File: config.mk
export PLATFORM = sky130hd
export DESIGN_NAME = rbsi_div
export DESIGN_NICKNAME = d
export VERILOG_FILES = /design/src/rtl/core/rbsi_pkg.sv /design/src/rtl/core/rbsi_div.sv
export SDC_FILE = /design/constraint.sdc
export NUM_CORES = 2
export LEC_CHECK = 0
export BUFFER_PORTS_ARGS = -buffer_cell sky130_fd_sc_hd__buf_4
export CORE_ASPECT_RATIO = 0.6
export CORE_UTILIZATION = 40
export CTS_BUF_LIST = sky130_fd_sc_hd__clkbuf_8
export CTS_CLUSTER_DIAMETER = 200
export DETAILED_ROUTE_END_ITERATION = 10
export GPL_TIMING_DRIVEN = 0
export SLEW_MARGIN = 20
export SYNTH_ARGS = -nofsm -noshare
export SYNTH_HDL_FRONTEND = slang
export SYNTH_SLANG_ARGS = --single-unit
export TNS_END_PERCENT = 1
File: constraint.sdc
create_clock -name clk -period 9 [get_ports clk]
set_clock_uncertainty 0.1 [all_clocks]
set_input_delay 1.8 -clock clk [delete_from_list [all_inputs] [get_ports clk]]
set_output_delay 1.8 -clock clk [all_outputs]
set_load 0.02 [all_outputs]
File: src/rtl/core/rbsi_pkg.sv
// Shared types, constants and helpers for the ray versus box slab test.
// No dependencies; every other file of the block uses it.
package rbsi_pkg;

  // Quotient bits delivered by the slab divider, and the number of register stages in it.
  localparam int QW      = 32;
  localparam int DIV_LAT = QW + 3;

  localparam logic [1:0] AXIS_X    = 2'd0;
  localparam logic [1:0] AXIS_Y    = 2'd1;
  localparam logic [1:0] AXIS_Z    = 2'd2;
  localparam logic [1:0] AXIS_NONE = 2'd3;

  localparam logic [2:0] REG_ORIGIN_X = 3'd0;
  localparam logic [2:0] REG_ORIGIN_Y = 3'd1;
  localparam logic [2:0] REG_ORIGIN_Z = 3'd2;
  localparam logic [2:0] REG_DIR_X    = 3'd3;
  localparam logic [2:0] REG_DIR_Y    = 3'd4;
  localparam logic [2:0] REG_DIR_Z    = 3'd5;
  localparam logic [2:0] REG_MAX_DIST = 3'd6;

  // Running entry/exit interval while the axes are folded in.
  typedef struct packed {
    logic signed [32:0] near;
    logic signed [32:0] far;
    logic [1:0]         axis;
    logic               neg;
  } acc_t;

  // Folds one axis into the interval. A later axis wins the entry only
  // when strictly larger.
  function automatic acc_t fold_axis(acc_t acc, logic moving, logic signed [31:0] t_in,
                                     logic signed [31:0] t_out, logic [1:0] axis,
                                     logic dir_neg);
    acc_t r;
    logic signed [32:0] ti;
    logic signed [32:0] to;
    r  = acc;
    ti = {t_in[31], t_in};
    to = {t_out[31], t_out};
    if (moving && (ti > acc.near)) begin
      r.near = ti;
      r.axis = axis;
      r.neg  = ~dir_neg;
    end
    if (moving && (to < acc.far)) begin
      r.far = to;
    end
    return r;
  endfunction

endpackage

File: src/rtl/core/rbsi_div.sv
// Pipelined signed divider for one slab distance: (diff << FRAC_BITS) / den,
// truncated toward zero and saturated to 32 bits. Uses rbsi_pkg.
module rbsi_div #(
  parameter int FRAC_BITS = 16
) (
  input  logic                     clk,
  input  logic                     en,
  input  logic signed [32:0]       diff,
  input  logic signed [17:0]       den,
  output logic signed [rbsi_pkg::QW-1:0] q
);

  localparam int QW = rbsi_pkg::QW;
  localparam int NW = 33 + FRAC_BITS;
  localparam int HW = NW - QW;
  localparam int CW = (HW > 18) ? HW : 18;

  // Operand conditioning.
  logic [NW-1:0] mag_r;
  logic [17:0]   dmag_r;
  logic          neg0_r;
  logic [32:0]   dabs;

  assign dabs = diff[32] ? 33'(-diff) : 33'(diff);

  always_ff @(posedge clk) begin
    if (en) begin
      mag_r  <= {dabs, {FRAC_BITS{1'b0}}};
      dmag_r <= den[17] ? 18'(-den) : 18'(den);
      neg0_r <= diff[32] ^ den[17];
    end
  end

  // Overflow check: the high part of the dividend must stay below the
  // divisor, otherwise the quotient needs more than 32 bits.
  logic [17:0]   rem_r [0:QW];
  logic [QW-1:0] lo_r  [0:QW];
  logic [QW-1:0] quo_r [0:QW];
  logic          ovf_r [0:QW];
  logic          neg_r [0:QW];
  logic [CW-1:0] hi_ext;
  logic [CW-1:0] den_ext;

  assign hi_ext  = CW'(mag_r[NW-1:QW]);
  assign den_ext = CW'(dmag_r);

  always_ff @(posedge clk) begin
    if (en) begin
      rem_r[0] <= hi_ext[17:0];
      lo_r[0]  <= mag_r[QW-1:0];
      quo_r[0] <= '0;
      ovf_r[0] <= (hi_ext >= den_ext);
      neg_r[0] <= neg0_r;
    end
  end

  // One restoring quotient bit per stage.
  for (genvar k = 0; k < QW; k++) begin : g_step
    logic [18:0] trial;
    logic        take;
    assign trial = {rem_r[k], lo_r[k][QW-1]};
    assign take  = (trial >= {1'b0, dmag_r});
    always_ff @(posedge clk) begin
      if (en) begin
        rem_r[k+1] <= take ? 18'(trial - {1'b0, dmag_r}) : trial[17:0];
        lo_r[k+1]  <= {lo_r[k][QW-2:0], 1'b0};
        quo_r[k+1] <= {quo_r[k][QW-2:0], take};
        ovf_r[k+1] <= ovf_r[k];
        neg_r[k+1] <= neg_r[k];
      end
    end
  end

  // Sign and saturation.
  logic [QW-1:0] qm;
  logic          big_pos;
  logic          big_neg;
  logic signed [QW-1:0] q_r;

  assign qm      = quo_r[QW];
  assign big_pos = ovf_r[QW] || qm[QW-1];
  assign big_neg = ovf_r[QW] || (qm > {1'b1, {(QW-1){1'b0}}});

  always_ff @(posedge clk) begin
    if (en) begin
      if (neg_r[QW]) begin
        q_r <= big_neg ? {1'b1, {(QW-1){1'b0}}} : QW'(-qm);
      end else begin
        q_r <= big_pos ? {1'b0, {(QW-1){1'b1}}} : qm;
      end
    end
  end

  assign q = q_r;

endmodule

==> impl_metrics.ini <==
[synthesis]
synth_common_cells = edfxtp_1 (1389), ha_1 (595), mux2_2 (443)
seq_area_frac_synth = 0.543
avgSynthCellArea_um2 = 12.6
yosys_warnings = 0
netlist_top_cells_area = edfxtp_1 (54%), ha_1 (9.7%), mux2_2 (6.5%)
synth-xor-area-share = 0.0550
yosysMostFrequentCell = edfxtp_1
synth_flop_cell = edfxtp_1
syn_nets = 6780
synthSimpleGateAreaFrac = 0.0885
synthArstFlopShare = 0
synth_mux_area_frac = 0.0693
synth_top_family_by_area = compound AO/OA/AOI/OAI gates
synth_top_cell_area_share = 0.543
synth_compound_area_frac = 0.124
syn_inst = 6101
synth_largest_area_cell = edfxtp_1
synth_area_um2 = 76700
yosysUniqueCellTypes = 86
synth_edf_count = 1389
synth_seq_cells = 1389
synthAdderAreaFrac = 0.105

[setup_path]
worstPathMaxFanout = 18
crit_type = reg2reg
crit_path_cell_trace = inv_4 -> buf_12 -> ha_1 -> clkbuf_1 -> nand2_1 -> nor3_1 -> o21ai_0 -> o21ai_0 -> a31oi_1 -> o21ai_1 -> clkbuf_1 -> mux2_2
worstPathArrival_ns = 5.72
critPathLaunchType = register
cp_data_required_time_ns = 9.53
cp-end-kind = register
r2r-start = den_ext[10]
cp_slowest_stage_delay_ns = 0.83
critPathSlowestCell = o21ai_1
crit_start = den_ext[10]

[sta]
timing.hold.ws_ns = 0.268
finalMaxSlewViolations = 0
period_needed_ns = 5.19
worst_slack_ns = 3.81
rsz0062_at_grt = no
fin_crit_sh = 0.576
setup_viol = 0
hold_viol = 0
worst_pin_slew_ns = 1.11
slew-limit-headroom = 0.253
fmax_mhz = 193

[detailed_routing]
drt_iter0_drc = 4378
wirelength_um = 182000
ant_nets = 0
drt-vias-per-instance = 5.54
first_pass_iters = 5
drc = 0
vias = 50473
routedWlPerCell_um = 20.0

[clock_network]
cts_max_level = 4
clock_latency_ns = 0.96
cts_resized = 0
cts_made_buffers = 210
clockBufferDepth = 4
cts-root-buf = clkbuf_8
path_clk_slew_ns = 0.07
postCtsHoldBufs = 0
cts_setup_buffers = 0
clock_sinks = 1389
tritoncts = done

[die]
dieArea_um2 = 194000
initial_core_util = 0.403
core-area_um2 = 191000
rows = 124
fp.dieH_um = 341
fp.dieW_um = 567
pin_count = 85

[final_layout]
fin_cells = 9111
multiInputGateArea_um2 = 33900
layout.nets = 7107
fin_util = 0.447
drive_gt1_frac = 0.141
n_fill_cell = 17340
syn_to_final_growth_pct = 11.1
stdcell_area_um2 = 85200
register_area_um2 = 41700

[power_and_ir_drop]
power_density_nw_per_um2 = 373
peakVddDrop_v = 0.000163
total_leakage_power_nw = 31.9

[global_route]
grt_first_pass_wirelength_um = 281000
grt_max_degree = 160
overflow = 0
grt_antenna_before_repair = 5
grt_usage = 0.184
grt_pass1_vias = 47634

[placement]
place_inst = 8736
dpl_cell_area_um2 = 81400
place_ws_ns = 3.58
place_congestion = 0.871
port_buffers = 83
dpl.hpwl_um = 126000

[flow_run]
maxCapViolations = 0

[min_path]
holdCritStartpoint = quo_r[1][68]
hold_class = reg2reg

[run_status]
status = finished clean
cells in the final DEF (no fill, tap or decap), types with 141 or more instances in the layout:
master and n:
edfxtp_1 1389, nand2_1 312, o21ai_0 289, xnor2_1 341, xor2_1 141, a21oi_1 393
inv_1 215, ha_1 595, mux2_2 443, nor2_1 351, a21o_1 164, clkbuf_8 211
state kept, by name (all words and copies together) (netlist names):
name and cells:
ovf_r 33, lo_r 136, neg0_r 1, den_ext 18, quo_r 528, mag_r 33
neg_r 33, q 32, rem_r 575
cell families after synthesis:
| kind of cell | after synthesis |
|---|---|
| AO/OA/AOI/OAI | 1455 |
| flip-flops | 1389 |
| AND/OR/NAND/NOR | 1376 |
| adder cells (fa/ha/maj) | 626 |
| XOR/XNOR | 482 |
| multiplexers | 476 |
| buffers and inverters | 297 |
critical path, delay by kind of cell (launching register included):
kind,cells,cell delay [ns]
buffers and inverters,4,1.60
AOI/OAI and AO/OA,4,1.70
adders and majority gates,1,0.19
DFF,1,0.42
muxes,1,0.44
and+or+nand+nor,2,0.35
worst paths after layout:
check | endpoint | slack, ns | depth (start not counted)
hold / removal | quo_r[1][101] | 0.27 | 0
setup / recovery | rem_r[0][249] | 3.81 | 12
hold reg to reg | quo_r[1][101] | 0.27 | 0
setup reg to reg | rem_r[0][249] | 3.81 | 12
per-layer routing:
layer | vias up | part of all wire | global-route usage
li1 | 24278 | - | -
met1 | 24323 | 0.55 | 0.316
met2 | 1630 | 0.36 | 0.230
met3 | 240 | 0.072 | 0.0332
met4 | 2 | 0.018 | 0.0388
met5 | - | 0.00028 | 0
stage by stage:
step	setup TNS [ns]	power, W
3_5_place_dp	0	0.0265
4_1_cts	0	0.0318
5_1_grt	0	0.0341
3_3_place_gp	-8551.23	0.0264
6_report	0	0.0318
2_1_floorplan	0	0.0225
where the power goes:
part	total [W]	leakage [nW]	switching (W)	internal, W
combinational	0.0160	16.2	0.00860	0.00735
clock	0.00503	2.17	0.00255	0.00248
sequential	0.0109	13.6	0.00104	0.00982
total	0.0318	31.9	0.0122	0.0196
cell type report:
cell class                      instances  share of cell area
Multi-Input combinational cell       4415               0.398
Antenna cell                            3           0.0000881
Clock inverter                        161              0.0113
Clock buffer                          211              0.0341
Inverter                              187             0.00878
Tap cell                             2520              0.0370
Buffer                                110             0.00502
Sequential cell                      1389               0.489
Timing Repair Buffer                  115              0.0162
(Power assumes the default switching activity.)
